[config.mk]
export PLATFORM = sky130hd
export DESIGN_NAME = cell_change_detector_fletcher16_core
export DESIGN_NICKNAME = d
export VERILOG_FILES = /design/src/design/cfd_pkg.sv /design/src/design/cell_change_detector_fletcher16_core.sv /design/src/design/cfd_sum.sv
export SDC_FILE = /design/constraint.sdc
export NUM_CORES = 1
export LEC_CHECK = 0
export ABC_AREA = 1
export BUFFER_PORTS_ARGS = -buffer_cell sky130_fd_sc_hd__buf_2
export CAP_MARGIN = 20
export CORE_MARGIN = 4
export CORE_UTILIZATION = 28
export DETAILED_ROUTE_END_ITERATION = 10
export PLACE_DENSITY = 0.42
export SLEW_MARGIN = 30
export SYNTH_ARGS = -nofsm -noshare
export SYNTH_HDL_FRONTEND = slang
export SYNTH_HIERARCHICAL = 1
export SYNTH_SLANG_ARGS = --single-unit
export TNS_END_PERCENT = 20
[constraint.sdc]
create_clock -name clk -period 5.9 [get_ports clk]
set_clock_uncertainty 0.2 [all_clocks]
set_input_delay 0.885 -clock clk [delete_from_list [all_inputs] [get_ports clk]]
set_output_delay 0.885 -clock clk [all_outputs]
set_load 0.01 [all_outputs]
[src/design/cfd_pkg.sv]
// shared types and constants for the cell change detector
// no dependencies; imported by cfd_sum and the core top level
package cfd_pkg;

  // configuration register indexes
  localparam logic [0:0] CFG_COLUMNS    = 1'd0;
  localparam logic [0:0] CFG_CELL_COUNT = 1'd1;

  localparam int unsigned CFG_IDX_W  = 1;
  localparam int unsigned CFG_DATA_W = 5;

  localparam logic [4:0] COLUMNS_RESET    = 5'd5;
  localparam logic [4:0] CELL_COUNT_RESET = 5'd16;

  localparam logic [8:0] FL_MOD = 9'd255;

  // running fletcher sums, sum_two is the high byte of the checksum
  typedef struct packed {
    logic [7:0] sum_two;
    logic [7:0] sum_one;
  } sums_t;

endpackage

[src/design/cell_change_detector_fletcher16_core.sv]
// cell change detector: fletcher-16 over the bytes of a cell, compared against a slot table
// depends on cfd_pkg and cfd_sum
//
// Input channel (in_valid/in_ready) carries one pixel byte per item with the
// cell's row and column; last_byte closes the cell. Only a last byte yields a
// result item on the output channel (out_valid/out_ready): the slot
// (row*columns + columns - col, low eight bits), the checksum, and the
// changed/rejected flags. Bytes are taken one per cycle, with no gaps unless the output stalls.
// A last byte's result passes through the compare stage into the output register:
// the synchronous read of the checksum table is taken at the accepting edge, and
// the compare and write-back load the output register when the compare stage
// advances. The table write-back happens as that stage advances, so a write to the
// same slot by the preceding cell is forwarded into the compare.
// When the receiver stalls, the output register and the compare stage hold
// and in_ready drops once both are full; nothing is dropped.
// Reset clears the running sums, loads columns=5 and cell_count=16, and marks
// every table entry as zero through per-entry valid bits, so there is no
// clearing pass. Configuration writes (cfg_we, cfg_index, cfg_data) are meant
// for an idle block.
module cell_change_detector_fletcher16_core
  import cfd_pkg::*;
#(
  parameter int unsigned MAX_CELLS = 16
) (
  input  logic                  clk,
  input  logic                  rst,
  input  logic                  cfg_we,
  input  logic [CFG_IDX_W-1:0]  cfg_index,
  input  logic [CFG_DATA_W-1:0] cfg_data,
  input  logic                  in_valid,
  output logic                  in_ready,
  input  logic [3:0]            cell_row,
  input  logic [3:0]            cell_col,
  input  logic [7:0]            data_byte,
  input  logic                  last_byte,
  output logic                  out_valid,
  input  logic                  out_ready,
  output logic [7:0]            slot_index,
  output logic [15:0]           checksum,
  output logic                  changed,
  output logic                  rejected
);

  localparam int unsigned IDX_W = (MAX_CELLS > 1) ? $clog2(MAX_CELLS) : 1;
  localparam logic [9:0]  MAX_L = 10'(MAX_CELLS);

  logic [4:0] columns;
  logic [4:0] cell_count;

  always_ff @(posedge clk) begin
    if (rst) begin
      columns    <= COLUMNS_RESET;
      cell_count <= CELL_COUNT_RESET;
    end else if (cfg_we) begin
      unique case (cfg_index)
        CFG_COLUMNS:    columns    <= cfg_data;
        CFG_CELL_COUNT: cell_count <= cfg_data;
        default: ;
      endcase
    end
  end

  // handshake and stage control
  logic in_acc;
  logic close_acc;
  logic out_free;
  logic s1_full;
  logic s1_adv;

  assign out_free  = !out_valid || out_ready;
  assign s1_adv    = s1_full && out_free;
  assign in_ready  = !s1_full || out_free;
  assign in_acc    = in_valid && in_ready;
  assign close_acc = in_acc && last_byte;

  sums_t sums_next;

  cfd_sum u_sum (
    .clk       (clk),
    .rst       (rst),
    .step      (in_acc),
    .data_byte (data_byte),
    .last_byte (last_byte),
    .sums_next (sums_next)
  );

  // slot arithmetic, exact without wrapping
  logic [9:0]       base;
  logic [9:0]       diff;
  logic             neg;
  logic             in_range;
  logic [IDX_W-1:0] rd_idx;

  always_comb begin
    base     = 10'({1'b0, cell_row} + 5'd1) * 10'(columns);
    neg      = {6'd0, cell_col} > base;
    diff     = base - {6'd0, cell_col};
    in_range = !neg && (diff < {5'd0, cell_count}) && (diff < MAX_L);
    rd_idx   = in_range ? diff[IDX_W-1:0] : '0;
  end

  // compare stage
  logic [7:0]       s1_slot;
  logic [15:0]      s1_chk;
  logic             s1_in_range;
  logic [IDX_W-1:0] s1_idx;
  logic [15:0]      rd_data;
  logic             rd_vld;
  logic             fwd_hit;
  logic [15:0]      fwd_data;
  logic [15:0]      s1_stored;
  logic             s1_diff;
  logic             wr_en;

  logic [15:0]          mem [MAX_CELLS];
  logic [MAX_CELLS-1:0] vld;

  assign s1_stored = fwd_hit ? fwd_data : (rd_vld ? rd_data : 16'd0);
  assign s1_diff   = s1_stored != s1_chk;
  assign wr_en     = s1_adv && s1_in_range && s1_diff;

  always_ff @(posedge clk) begin
    if (wr_en) begin
      mem[s1_idx] <= s1_chk;
    end
    if (close_acc) begin
      rd_data  <= mem[rd_idx];
      rd_vld   <= vld[rd_idx];
      // same slot written at this edge by the previous cell
      fwd_hit  <= wr_en && (s1_idx == rd_idx);
      fwd_data <= s1_chk;
    end
  end

  always_ff @(posedge clk) begin
    if (rst) begin
      vld <= '0;
    end else if (wr_en) begin
      vld[s1_idx] <= 1'b1;
    end
  end

  always_ff @(posedge clk) begin
    if (rst) begin
      s1_full <= 1'b0;
    end else if (close_acc) begin
      s1_full <= 1'b1;
    end else if (s1_adv) begin
      s1_full <= 1'b0;
    end
  end

  always_ff @(posedge clk) begin
    if (close_acc) begin
      s1_slot     <= diff[7:0];
      s1_chk      <= sums_next;
      s1_in_range <= in_range;
      s1_idx      <= rd_idx;
    end
  end

  // output register
  always_ff @(posedge clk) begin
    if (rst) begin
      out_valid <= 1'b0;
    end else if (s1_adv) begin
      out_valid <= 1'b1;
    end else if (out_ready) begin
      out_valid <= 1'b0;
    end
  end

  always_ff @(posedge clk) begin
    if (s1_adv) begin
      slot_index <= s1_slot;
      checksum   <= s1_chk;
      changed    <= s1_in_range && s1_diff;
      rejected   <= !s1_in_range;
    end
  end

  a_flags_exclusive: assert property (@(posedge clk) disable iff (rst)
    out_valid |-> !(changed && rejected))
    else $error("changed and rejected both set");

  a_stage_holds: assert property (@(posedge clk) disable iff (rst)
    (s1_full && !out_free) |=> (s1_full && $stable(s1_chk) && $stable(s1_idx)))
    else $error("compare stage lost its item under stall");

  a_write_marks_valid: assert property (@(posedge clk) disable iff (rst)
    wr_en |=> vld[$past(s1_idx)])
    else $error("table write did not mark the entry valid");

  a_stall_only_full: assert property (@(posedge clk) disable iff (rst)
    !in_ready |-> (s1_full && out_valid))
    else $error("input stalled with room in the pipeline");

endmodule

[src/design/cfd_sum.sv]
// running fletcher-16 sums, both modulo 255, cleared after the last byte of a cell
// depends on cfd_pkg
module cfd_sum
  import cfd_pkg::*;
(
  input  logic       clk,
  input  logic       rst,
  input  logic       step,
  input  logic [7:0] data_byte,
  input  logic       last_byte,
  output sums_t      sums_next
);

  logic [7:0] sum_one;
  logic [7:0] sum_two;

  function automatic logic [7:0] add_mod(input logic [7:0] a, input logic [7:0] b);
    logic [8:0] s;
    s = {1'b0, a} + {1'b0, b};
    if (s >= FL_MOD) begin
      s = s - FL_MOD;
    end
    return s[7:0];
  endfunction

  always_comb begin
    sums_next.sum_one = add_mod(sum_one, data_byte);
    sums_next.sum_two = add_mod(sum_two, sums_next.sum_one);
  end

  always_ff @(posedge clk) begin
    if (rst) begin
      sum_one <= '0;
      sum_two <= '0;
    end else if (step) begin
      if (last_byte) begin
        sum_one <= '0;
        sum_two <= '0;
      end else begin
        sum_one <= sums_next.sum_one;
        sum_two <= sums_next.sum_two;
      end
    end
  end

endmodule
Word-level counts from Yosys, hierarchy flattened
Memory sizes are Yosys's and may differ from the RTL's. A register that Yosys moved wholly into a read port is not among the register bits.
Cells that the tools add are included.
{"block": "totals", "register_bits": 117, "wordCells": 75, "mem_bits_rw": 256, "in_bits": 28, "memories": 1}
{"block": "op_classes", "eq_ne": 2, "n_lt_le_gt_ge": 8, "n_mul": 1, "bitwise": 2, "n_addsub": 6, "n_mux": 17, "n_reduce_logical": 20}
{"memory": "mem", "depth": 16, "word_bits": 16, "rd": 1, "rd_ports_with_merged_regs": 1, "wr": 1, "line_no": "cell_change_detector_fletcher16_core.sv:115", "rtl": "logic [15:0] mem [MAX_CELLS];"}
{"operator": "16-bit 2-to-1 mux", "n": 2}
{"operator": "8-bit 2-to-1 mux", "n": 4}
{"operator": "8-bit by 8-bit adder with 9-bit output", "n": 2}
{"operator": "9-bit by 8-bit greater-or-equal comparator with 1-bit output (second input constant)", "n": 2}
{"operator": "16-bit inequality test", "n": 1}
{"operator": "16-bit bitwise OR", "n": 1}
{"operator": "8-bit subtractor (second input constant)", "n": 2}
{"operator": "4-bit by 10-bit > comparator with 1-bit output", "n": 1}
{"operator": "1-bit logical AND", "n": 10}
{"operator": "10-bit by 5-bit < comparator with 1-bit output", "n": 1}
{"operator": "10-bit by 5-bit < comparator with 1-bit output (second input constant)", "n": 1}
{"operator": "4-bit by 5-bit < comparator with 1-bit output (second input constant)", "n": 2}
{"operator": "5-bit by 5-bit multiplier with 10-bit output", "n": 1}
{"operator": "10-bit by 4-bit subtractor with 10-bit output", "n": 1}
{"operator": "1-bit 2-to-1 mux", "n": 8}
{"operator": "4-bit by 1-bit adder with 5-bit output (second input constant)", "n": 1}
{"operator": "1-bit binary-select mux with 4-bit select", "n": 1}
{"operator": "1-bit demux with 4-bit select", "n": 1}
{"operator": "4-bit == test", "n": 1}
{"operator": "4-bit by 1-bit greater-or-equal comparator with 1-bit output (second input constant)", "n": 1}
{"operator": "1-bit logical NOT", "n": 4}
{"operator": "4-bit 2-to-1 mux", "n": 1}
{"operator": "2-bit AND reduction", "n": 2}
{"operator": "2-bit nonzero test", "n": 2}
{"operator": "other kinds (2)", "n": 3}

Logic depth before layout (Yosys ltp)
Gate-level depths: netlist of run 1.
{"block": "logic_depth", "depth_word": 9, "ltp_mapped": 31, "mapped_depth_nobuf": 31}

Hierarchy
The synthesis of run 1 kept the hierarchy.
{"mod": "cell_change_detector_fletcher16_core", "instances": 1, "area_each_um2": 16684.8, "cells_each": 1487, "seq_area_each_um2": 10920.5}
{"mod": "cfd_sum", "instances": 1, "area_each_um2": 1974.4, "cells_each": 302, "seq_area_each_um2": 320.3}

Worst setup path before layout of run 1
Ideal clock, no wire load.
{"block": "synth_timing", "path_kind": "input to register", "startpoint": "input port cell_row[0]", "endpoint": "register rd_data[5] (read register of mem), data pin", "setup_time_ns": 0.254, "t_arrival_ns": 5.157, "n_path_buf": 2, "stages": 27, "path_slack_ns": 0.290, "cell_sequence": "ha_1 -> nand2_1 -> inv_1 -> ha_1 -> ha_1 -> inv_1 -> fa_1 -> fa_1 -> inv_1 -> ha_1 -> inv_1 -> xor2_1 -> ha_1 -> a21oi_1 -> nand2_1 -> nand2_1 -> nand3_1 -> inv_1 -> nand3_2 -> nor2_8 -> nand2_4 -> buf_2 -> buf_4 -> nand3_1 -> nand3_1 -> nand3_1 -> nand2_1"}
{"block": "synth_between", "elab_chain_len": 7, "elab_cells_between_ends": 10}
{"element": "from (decl)", "line_no": "cell_change_detector_fletcher16_core.sv:32", "rtl": "input logic [3:0] cell_row,"}
{"element": "4-bit by 1-bit adder with 5-bit output (*)", "line_no": "cell_change_detector_fletcher16_core.sv:95", "rtl": "base = 10'({1'b0, cell_row} + 5'd1) * 10'(columns);"}
{"element": "5-bit by 5-bit multiplier with 10-bit output (*)", "line_no": "cell_change_detector_fletcher16_core.sv:95"}
{"element": "10-bit by 4-bit subtractor with 10-bit output (*)", "line_no": "cell_change_detector_fletcher16_core.sv:97", "rtl": "diff = base - {6'd0, cell_col};"}
{"element": "via diff[3]", "line_no": "cell_change_detector_fletcher16_core.sv:89", "rtl": "logic [9:0] diff;"}
{"element": "10-bit by 5-bit < comparator with 1-bit output", "line_no": "cell_change_detector_fletcher16_core.sv:98", "rtl": "in_range = !neg && (diff < {5'd0, cell_count}) && (diff < MAX_L);"}
{"element": "1-bit logical AND (2 in series)", "line_no": "cell_change_detector_fletcher16_core.sv:98"}
{"element": "4-bit 2-to-1 mux (*)", "line_no": "cell_change_detector_fletcher16_core.sv:99", "rtl": "rd_idx = in_range ? diff[IDX_W-1:0] : '0;"}
{"element": "to (decl)", "line_no": "cell_change_detector_fletcher16_core.sv:107", "rtl": "logic [15:0] rd_data;"}
Mark *: on every way through the listed nets, which the timed path passes. The rest lies on a longest branch.
A chain may end at the register's enable or synchronous reset.

Worst setup path after layout of run 1
{"block": "layout_timing", "startpoint": "input port cell_row[0]", "endpoint": "register rd_data[12] (read register of mem), data pin"}
The elaborated chain is that of the path after synthesis.

==> impl_metrics.json, run 1 <==
{
  "outcome": "finished clean",
  "synth_cell_type_count": 45,
  "synth_ff_type": "edfxtp_1",
  "dp.cells": 2708,
  "layoutNonFillerInstCount": 2802,
  "grt_max_degree": 59,
  "setup.worst_path.end_class": "flop",
  "ant_nets": 0,
  "finalPower_uw": 8860,
  "core.rowCount": 94,
  "syn2layout_area_growth_pct": 18.6,
  "grt-ovfl-total": 0,
  "num_vias": 13000,
  "grt_first_pass_wirelength_um": 79900,
  "place_congestion": 0.795,
  "layout_commonest_cell": "edfxtp_1",
  "initialDrtViolationCount": 919,
  "max-cap-violations": 0,
  "maxSlewViolCount": 0,
  "syn_area_um2": 18700,
  "syn-num-nets": 1875,
  "drive_above_1_share": 0.170,
  "wire_per_inst_um": 18.7,
  "ys_ff_latch": 389,
  "worst_pin_slew_ns": 0.970,
  "crit_type": "input port to flop",
  "cts_buffers": 47,
  "yosysTopAreaCell": "edfxtp_1",
  "hold_viol_final": 0,
  "die_y_um": 266,
  "max-slew-margin-rel": 0.353,
  "slowest_stage": "fa_1",
  "avgSynthCellArea_um2": 10.4,
  "hold_ws_ns": 0.213,
  "holdPathEnd": "slot_index[1]",
  "synth_seq_area_share": 0.602,
  "drc_errors": 0,
  "max-vdd-ir-drop_mv": 0.228,
  "dpl.hpwl_um": 32600,
  "min_path_cells": 0,
  "synthArstFlopShare": 0,
  "cp_max_fo": 47,
  "via_per_inst": 4.62,
  "critPathTopFamily": "adder cells",
  "worst-path-buf-inv": 10,
  "synth_top_area_frac": 0.555,
  "crit_required_ns": 6.14,
  "min-delay-start": "s1_slot[1]",
  "initial_core_util": 0.283,
  "clockRootBuffer": "clkbuf_16",
  "dieArea_um2": 70800,
  "dieWidth_um": 266,
  "grt_pass1_vias": 13000,
  "p_leak_uw": 0.00905,
  "fin_nets": 1985,
  "power_density_nw_per_um2": 400,
  "tns_ns": 0,
  "start_kind": "input port",
  "grtUsageTotal": 0.147,
  "routed_wl_um": 52400,
  "layout_common_cells": "345 x edfxtp_1, 318 x nand2_1, 269 x nand3_1",
  "r2r_end": "rd_data[12]",
  "clock_path_buffers": 3,
  "dr.pass1.iters": 5,
  "setup_viol": 0,
  "rrSetupSlack_ns": 0.55,
  "clk_pin_slew_ns": 0.06,
  "core_area_um2": 65900,
  "ys.warnings.count": 6,
  "htree_num_levels": 2,
  "min_path_type": "flop to flop",
  "portBuffers": 55,
  "max_stage_delay_ns": 0.56,
  "synth_edf_count": 345,
  "n_antenna_cell": 0,
  "cp.arrival_ns": 5.89,
  "fin_crit_ns": 5.65,
  "reg2reg_from": "columns[3]",
  "max_freq_mhz": 177,
  "io_pins": 56,
  "synth.area.top_cells": "edfxtp_1 56%, nand3_1 7.2%, nand2_1 6.4%",
  "cts_tree": "done",
  "syn_inst": 1789,
  "antenna_found_initial": 2,
  "insertion_delay_ns": 0.60,
  "post-route-period-util": 0.957,
  "clock_sinks": 389,
  "r2r.worst_path.cells": 27
}
-- where the power goes --
part	internal, uW	switching (uW)
combinational	888	1630
sequential	3200	58.3
clock	1860	1210
total	5960	2910
-- registers in the layout, indices dropped and copies added (netlist names), 5 cells and up --
name and count:
mem 256, checksum 16, fwd_data 16, rd_data 16, s1_chk 16, vld 16
s1_slot 8, slot_index 8, u_sum/sum_one 8, u_sum/sum_two 8, cell_count 5, columns 5
-- worst max path at each step --
stage / start / slack [ns] / to / cells past startpoint
after floorplan: cell_row[0] / 0.29 / rd_data[5] / 27
after global placement: cell_row[0] / -0.26 / rd_data[7] / 29
after detailed placement: cell_row[0] / -0.34 / rd_data[7] / 29
after CTS: cell_row[0] / 0.28 / rd_data[7] / 27
after global routing: cell_row[0] / -0.0007 / rd_data[7] / 28
final: cell_row[0] / 0.25 / rd_data[12] / 29
-- routing by layer --
| metal | wire length (um) | up-vias | global-route usage | share of wire |
|---|---|---|---|---|
| met2 | 24800 | 298 | 0.246 | 0.47 |
| li1 | - | 6320 | - | - |
| met4 | 1080 | 2 | 0.0382 | 0.020 |
| met1 | 23800 | 6258 | 0.200 | 0.45 |
| met3 | 2760 | 77 | 0.0244 | 0.053 |
| met5 | 13 | - | 0 | 0.00025 |
-- metrics by stage --
step                      setup slack, ns  utilization  instance area (um^2)
after floorplan                     0.290            -                 18700
after global placement             -0.258        0.309                 20400
after detailed placement           -0.338        0.310                 20400
after CTS                           0.284        0.335                 22100
after global routing            -0.000732        0.336                 22100
final                               0.252        0.336                 22100
-- repair_timing --
| item | 4_1_cts | 5_1_grt |
|---|---|---|
| setup endpoints to repair | 0 | 2 |
| setup buffers | 0 | 5 |
| hold buffers | 0 | 0 |
| resized for setup | 0 | 1 |
-- synthesized netlist by cell type, types with 2 or more instances --
cell / number
edfxtp_1: 345
nand2_1: 318
nand3_1: 270
inv_1: 264
nor2_1: 87
a21oi_1: 51
o2111ai_1: 51
or2_2: 49
ha_1: 46
dfxtp_1: 44
clkbuf_1: 38
nand3b_1: 37
nand2_2: 21
nand4_1: 21
xor2_1: 18
xnor2_1: 13
buf_1: 12
fa_1: 12
buf_4: 10
buf_2: 9
o21ai_0: 8
buf_6: 7
nand3_2: 7
a22oi_1: 6
inv_2: 6
clkinv_1: 5
o211ai_1: 5
and2_1: 4
a21o_1: 3
nand3_4: 3
nor2_2: 3
a21oi_2: 2
nand2_4: 2
-- final cells by class --
cell class,count,area [um^2]
fillers,6760,43700
flip-flops and latches,389,11200
multi-input cells,1049,6020
clock buffers,60,1290
repair buffers,137,1100
well taps,864,1080
inverters,275,1030
clock inverters,28,369
-- logic make-up after synthesis --
| kind of cell | after synthesis | share of synthesized area |
|---|---|---|
| adders and majority gates | 58 | 0.0437 |
| xor gates and xnor gates | 32 | 0.0154 |
| buffers and inverters | 351 | 0.0760 |
| AOI/OAI and AO/OA | 130 | 0.0487 |
| and+or+nand+nor | 829 | 0.214 |
| DFF | 389 | 0.602 |
Note: power is estimated with default switching activity, not from simulation.
==> run 2: changes to the inputs <==
--- a/config.mk
+++ b/config.mk
@@ -5,13 +5,13 @@
 export SDC_FILE = /design/constraint.sdc
 export NUM_CORES = 1
 export LEC_CHECK = 0
-export ABC_AREA = 1
+export ABC_AREA = 0
 export BUFFER_PORTS_ARGS = -buffer_cell sky130_fd_sc_hd__buf_2
 export CAP_MARGIN = 20
 export CORE_MARGIN = 4
-export CORE_UTILIZATION = 28
+export CORE_UTILIZATION = 56
 export DETAILED_ROUTE_END_ITERATION = 10
-export PLACE_DENSITY = 0.42
+export PLACE_DENSITY = 0.74
 export SLEW_MARGIN = 30
 export SYNTH_ARGS = -nofsm -noshare
 export SYNTH_HDL_FRONTEND = slang
==> impl_metrics.json, run 2 <==
{
  "outcome": "finished, violations left",
  "violations": "setup timing",
  "clk_pin_slew_ns": 0.06,
  "dieArea_um2": 33900,
  "synth.area.top_cells": "edfxtp_1 60%, dfxtp_1 5.1%, ha_1 3.3%",
  "cp_max_fo": 5,
  "initialDrtViolationCount": 912,
  "synth_cell_type_count": 88,
  "holdPathEnd": "slot_index[7]",
  "clockRootBuffer": "clkbuf_16",
  "grt_first_pass_wirelength_um": 61600,
  "die_y_um": 184,
  "synth_edf_count": 345,
  "fin_crit_ns": 6.02,
  "largest_reg_flops": 256,
  "setup_viol": 11,
  "syn-num-nets": 1311,
  "place_congestion": 0.861,
  "final_area_um2": 20300,
  "io_pins": 56,
  "synth_seq_area_share": 0.648,
  "max-vdd-ir-drop_mv": 0.193,
  "synthArstFlopShare": 0,
  "crit_type": "input port to flop",
  "start_kind": "input port",
  "min_path_cells": 0,
  "post-route-period-util": 1.02,
  "initial_core_util": 0.567,
  "post_dp_cell_area_um2": 18900,
  "syn_inst": 1225,
  "drive_above_1_share": 0.226,
  "ys_ff_latch": 389,
  "num_vias": 11100,
  "max_freq_mhz": 166,
  "cp.arrival_ns": 6.08,
  "syn_area_um2": 17300,
  "via_per_inst": 6.10,
  "portBuffers": 55,
  "setup.worst_path.end_class": "flop",
  "dpl.hpwl_um": 25600,
  "syn2layout_area_growth_pct": 17.2,
  "worst-path-buf-inv": 4,
  "ant_nets": 0,
  "yosysMostFrequentCell": "edfxtp_1",
  "power_density_nw_per_um2": 384,
  "antenna_found_initial": 0,
  "fin_nets": 1471,
  "ys.warnings.count": 6,
  "drc_errors": 0,
  "p_leak_uw": 0.00763,
  "grt_pass1_vias": 11100,
  "avgSynthCellArea_um2": 14.2,
  "synth_ff_type": "edfxtp_1",
  "regMostFlops": "mem",
  "wire_per_inst_um": 21.5,
  "hold_ws_ns": 0.213,
  "worst_pin_slew_ns": 1.01,
  "clock_sinks": 389,
  "crit_required_ns": 5.96,
  "r2r.worst_path.cells": 21,
  "crit_path_frequent_cell": "ha_4",
  "core_area_um2": 30600,
  "maxSlewViolCount": 0,
  "reg2reg_from": "columns[3]",
  "crit_chain": "buf_8 -> ha_4 -> and2_4 -> ha_4 -> ha_4 -> inv_2 -> fa_1 -> fa_1 -> inv_2 -> ha_4 -> nor2_4 -> a21oi_4 -> xnor2_2 -> ha_1 -> a21oi_2 -> o31a_1 -> o21ai_2 -> nor4_2 -> nand4_2 -> a211o_4 -> buf_12 -> o211a_1 -> or4_1",
  "routed_wl_um": 38900,
  "min-delay-start": "s1_slot[7]",
  "synth_top_area_frac": 0.597,
  "max_stage_delay_ns": 0.54,
  "dieWidth_um": 184,
  "grt_max_degree": 64,
  "core.rowCount": 64,
  "dr.pass1.iters": 5,
  "min_path_type": "flop to flop",
  "yosys-top-cells-count": "345 x edfxtp_1, 83 x nor2_1, 58 x a21oi_1",
  "hold_viol_final": 0,
  "r2r_end": "rd_data[10]",
  "fillers": 2144,
  "rsz0062_at_grt": "true",
  "layout_common_cells": "345 x edfxtp_1, 99 x buf_4, 81 x nor2_1",
  "rrSetupSlack_ns": 0.03,
  "insertion_delay_ns": 0.53,
  "clock_path_buffers": 3,
  "yosysTopAreaCell": "edfxtp_1",
  "cts_tree": "done",
  "grt-ovfl-total": 0,
  "holdBufCountCts": 0,
  "slowest_stage": "fa_1",
  "max-cap-violations": 0,
  "setup_slack_ns": -0.116,
  "critPathTopFamily": "adder cells",
  "cts_buffers": 40,
  "grtUsageTotal": 0.230,
  "n_antenna_cell": 0,
  "max-slew-margin-rel": 0.328,
  "layout_commonest_cell": "edfxtp_1",
  "htree_num_levels": 2
}
==> run 2: final cells by class <==
type,instances,area (um^2),share of cell area
clock buffers,51,1070,0.0528
clock inverters,21,228,0.0112
inverters,42,160,0.00788
multi-input cells,748,5930,0.292
flip-flops and latches,389,11200,0.553
well taps,396,495,0.0244
repair buffers,164,1210,0.0595
==> run 2: worst max path at each step <==
stage,startpoint,to,slack [ns],depth (start not counted)
finish,cell_row[1],rd_data[10],-0.12,23
CTS,cell_row[0],rd_data[10],0.0009,23
global placement,cell_row[0],rd_data[3],-0.40,20
global route,cell_row[1],rd_data[10],-0.28,23
detailed placement,cell_row[0],rd_data[10],-0.56,21
floorplan,cell_row[0],rd_data[10],-0.17,22
==> run 2: report_power, final <==
group,switching [uW],internal (uW)
sequential,101,3210
combinational,1110,885
clock,1020,1470
total,2230,5570
==> run 2: cell families (layout without fill, tap and decap cells) <==
logic type	count (synthesis)	in the layout	share of synthesized area
simple gates	293	293	0.0898
xor+xnor	35	35	0.0185
fa+ha+maj	58	58	0.0470
compound gates	272	272	0.117
flops	389	389	0.648
buf+inv	88	278	0.0218
mux	90	90	0.0582
==> run 2: timing repair <==
| item | in CTS | in global routing |
|---|---|---|
| gates resized for setup | 3 | 18 |
| setup endpoints to repair | 4 | 16 |
| cloned | 0 | 2 |
| buffers inserted | 0 | 4 |
| pin swaps | 1 | 14 |
==> run 2: per-layer routing <==
layer  global-route usage  wire [um]
met5                    0          0
met4               0.0568        945
met3               0.0330       2500
met2                0.373      18700
met1                0.332      16800
==> run 2: through the flow <==
step                      instances  utilization  TNS (ns)  power, uW  setup slack [ns]
after global placement         1733        0.617     -5.96       5170            -0.403
after CTS                      1805        0.660         0       7740          0.000910
after global routing           1811        0.665     -3.29       8140            -0.275
after detailed placement       1733        0.617     -8.72       5230            -0.564
final                          1811        0.665    -0.643       7800            -0.116
after floorplan                1225            -     -2.14       4520            -0.173
==> run 3: changes to the inputs <==
==> constraint.sdc (replaced) <==
create_clock -name clk -period 5.9 [get_ports clk]
set_clock_uncertainty 0.2 [all_clocks]
set_input_delay 1.18 -clock clk [delete_from_list [all_inputs] [get_ports clk]]
set_output_delay 1.18 -clock clk [all_outputs]
set_load 0.01 [all_outputs]
==> impl_metrics.json, run 3 (synthesis results as in run 2) <==
{
  "outcome": "finished, violations left",
  "violations": "setup timing",
  "cts_buffers": 39,
  "initial_core_util": 0.567,
  "die_y_um": 184,
  "initialDrtViolationCount": 904,
  "core.rowCount": 64,
  "htree_num_levels": 2,
  "p_leak_uw": 0.00769,
  "setup.worst_path.end_class": "flop",
  "dieArea_um2": 33900,
  "portBuffers": 55,
  "grt_max_degree": 60,
  "antenna_found_initial": 0,
  "hold_ws_ns": 0.205,
  "clockRootBuffer": "clkbuf_16",
  "max-slew-margin-rel": 0.348,
  "fillers": 2126,
  "layout_common_cells": "345 x edfxtp_1, 112 x buf_4, 81 x nor2_1",
  "power_density_nw_per_um2": 377,
  "drc_errors": 0,
  "via_per_inst": 6.03,
  "cp.arrival_ns": 6.17,
  "start_kind": "input port",
  "maxSlewViolCount": 0,
  "dpl.hpwl_um": 25500,
  "place_congestion": 0.874,
  "max-cap-violations": 0,
  "insertion_delay_ns": 0.53,
  "grt_first_pass_wirelength_um": 60200,
  "fin_nets": 1486,
  "crit_required_ns": 5.97,
  "num_vias": 11000,
  "largest_reg_flops": 256,
  "io_pins": 56,
  "clock_path_buffers": 3,
  "drive_above_1_share": 0.241,
  "ant_nets": 0,
  "worst_pin_slew_ns": 0.978,
  "dieWidth_um": 184,
  "clk_pin_slew_ns": 0.06,
  "rsz0062_at_grt": "true",
  "grtUsageTotal": 0.225,
  "finalPower_uw": 7730,
  "dr.pass1.iters": 5,
  "wire_per_inst_um": 21.0,
  "min_path_type": "flop to flop",
  "fin_crit_ns": 6.10,
  "max_freq_mhz": 164,
  "setup_viol": 16,
  "regMostFlops": "mem",
  "cp_max_fo": 9,
  "grt_pass1_vias": 10900,
  "syn2layout_area_growth_pct": 18.1,
  "layout_commonest_cell": "edfxtp_1",
  "grt-ovfl-total": 0,
  "clock_sinks": 389,
  "crit_type": "input port to flop",
  "setup_slack_ns": -0.198,
  "post-route-period-util": 1.03,
  "routed_wl_um": 38300,
  "tns_ns": -2.21,
  "max-vdd-ir-drop_mv": 0.197,
  "core_area_um2": 30600,
  "hold_viol_final": 0,
  "cts_tree": "done",
  "n_antenna_cell": 0
}
-- run 3: stage by stage --
step | instance area (um^2) | utilization | setup WS (ns) | std cells
final | 20500 | 0.670 | -0.198 | 1825
after global routing | 20500 | 0.670 | -0.400 | 1825
after CTS | 20400 | 0.667 | -0.171 | 1824
after detailed placement | 19000 | 0.621 | -0.800 | 1751
after global placement | 19000 | 0.621 | -0.707 | 1751
after floorplan | 17500 | - | -0.468 | 1225
-- run 3: layout make-up --
type,count,area (um^2),share of cell area
clock inverters,22,173,0.00843
flip-flops and latches,389,11200,0.549
well taps,396,495,0.0242
multi-input cells,748,6030,0.295
inverters,42,160,0.00782
repair buffers,180,1330,0.0649
clock buffers,48,1050,0.0513
-- run 3: final timing paths --
kind / slack [ns] / from / end / depth (start not counted)
max: -0.20 / cell_row[0] / rd_data[5] / 23
min: 0.21 / s1_slot[6] / slot_index[6] / 0
max reg2reg: 0.28 / columns[3] / rd_data[5] / 21
min reg2reg: 0.21 / s1_slot[6] / slot_index[6] / 0
-- run 3: repair_timing --
item | CTS | global route
hold buffers | 0 | 0
cloned | 1 | 0
setup buffers | 3 | 1
pin swaps | 4 | 9
resized for setup | 32 | 18
endpoints found under the setup margin | 16 | 18
-- run 3: layer usage --
metal | wire length, um | global-route usage | part of all wire | vias up
met3 | 2560 | 0.0321 | 0.067 | 57
met4 | 718 | 0.0482 | 0.019 | 0
met1 | 16500 | 0.323 | 0.43 | 5441
met5 | 0 | 0 | 0 | -
met2 | 18500 | 0.374 | 0.48 | 395
li1 | - | - | - | 5108
-- run 3: where the power goes --
part	switching [uW]	total (uW)	internal [uW]
clock	1000	2360	1360
sequential	84.9	3300	3210
combinational	1150	2070	926
-- run 3: critical path, stage by stage --
cell and delay [ns]:
buf_8 0.10, ha_4 0.24, and2_4 0.16, ha_4 0.24, ha_4 0.26, inv_2 0.03
fa_1 0.48, fa_1 0.51, inv_2 0.05, ha_4 0.28, nor2_4 0.04, a21oi_4 0.13
xnor2_2 0.13, ha_1 0.27, a21oi_2 0.14, o31a_1 0.13, o21ai_1 0.07, nor4_2 0.31
nand4_2 0.18, a211o_4 0.36, buf_12 0.16, o211a_1 0.20, or4_1 0.50
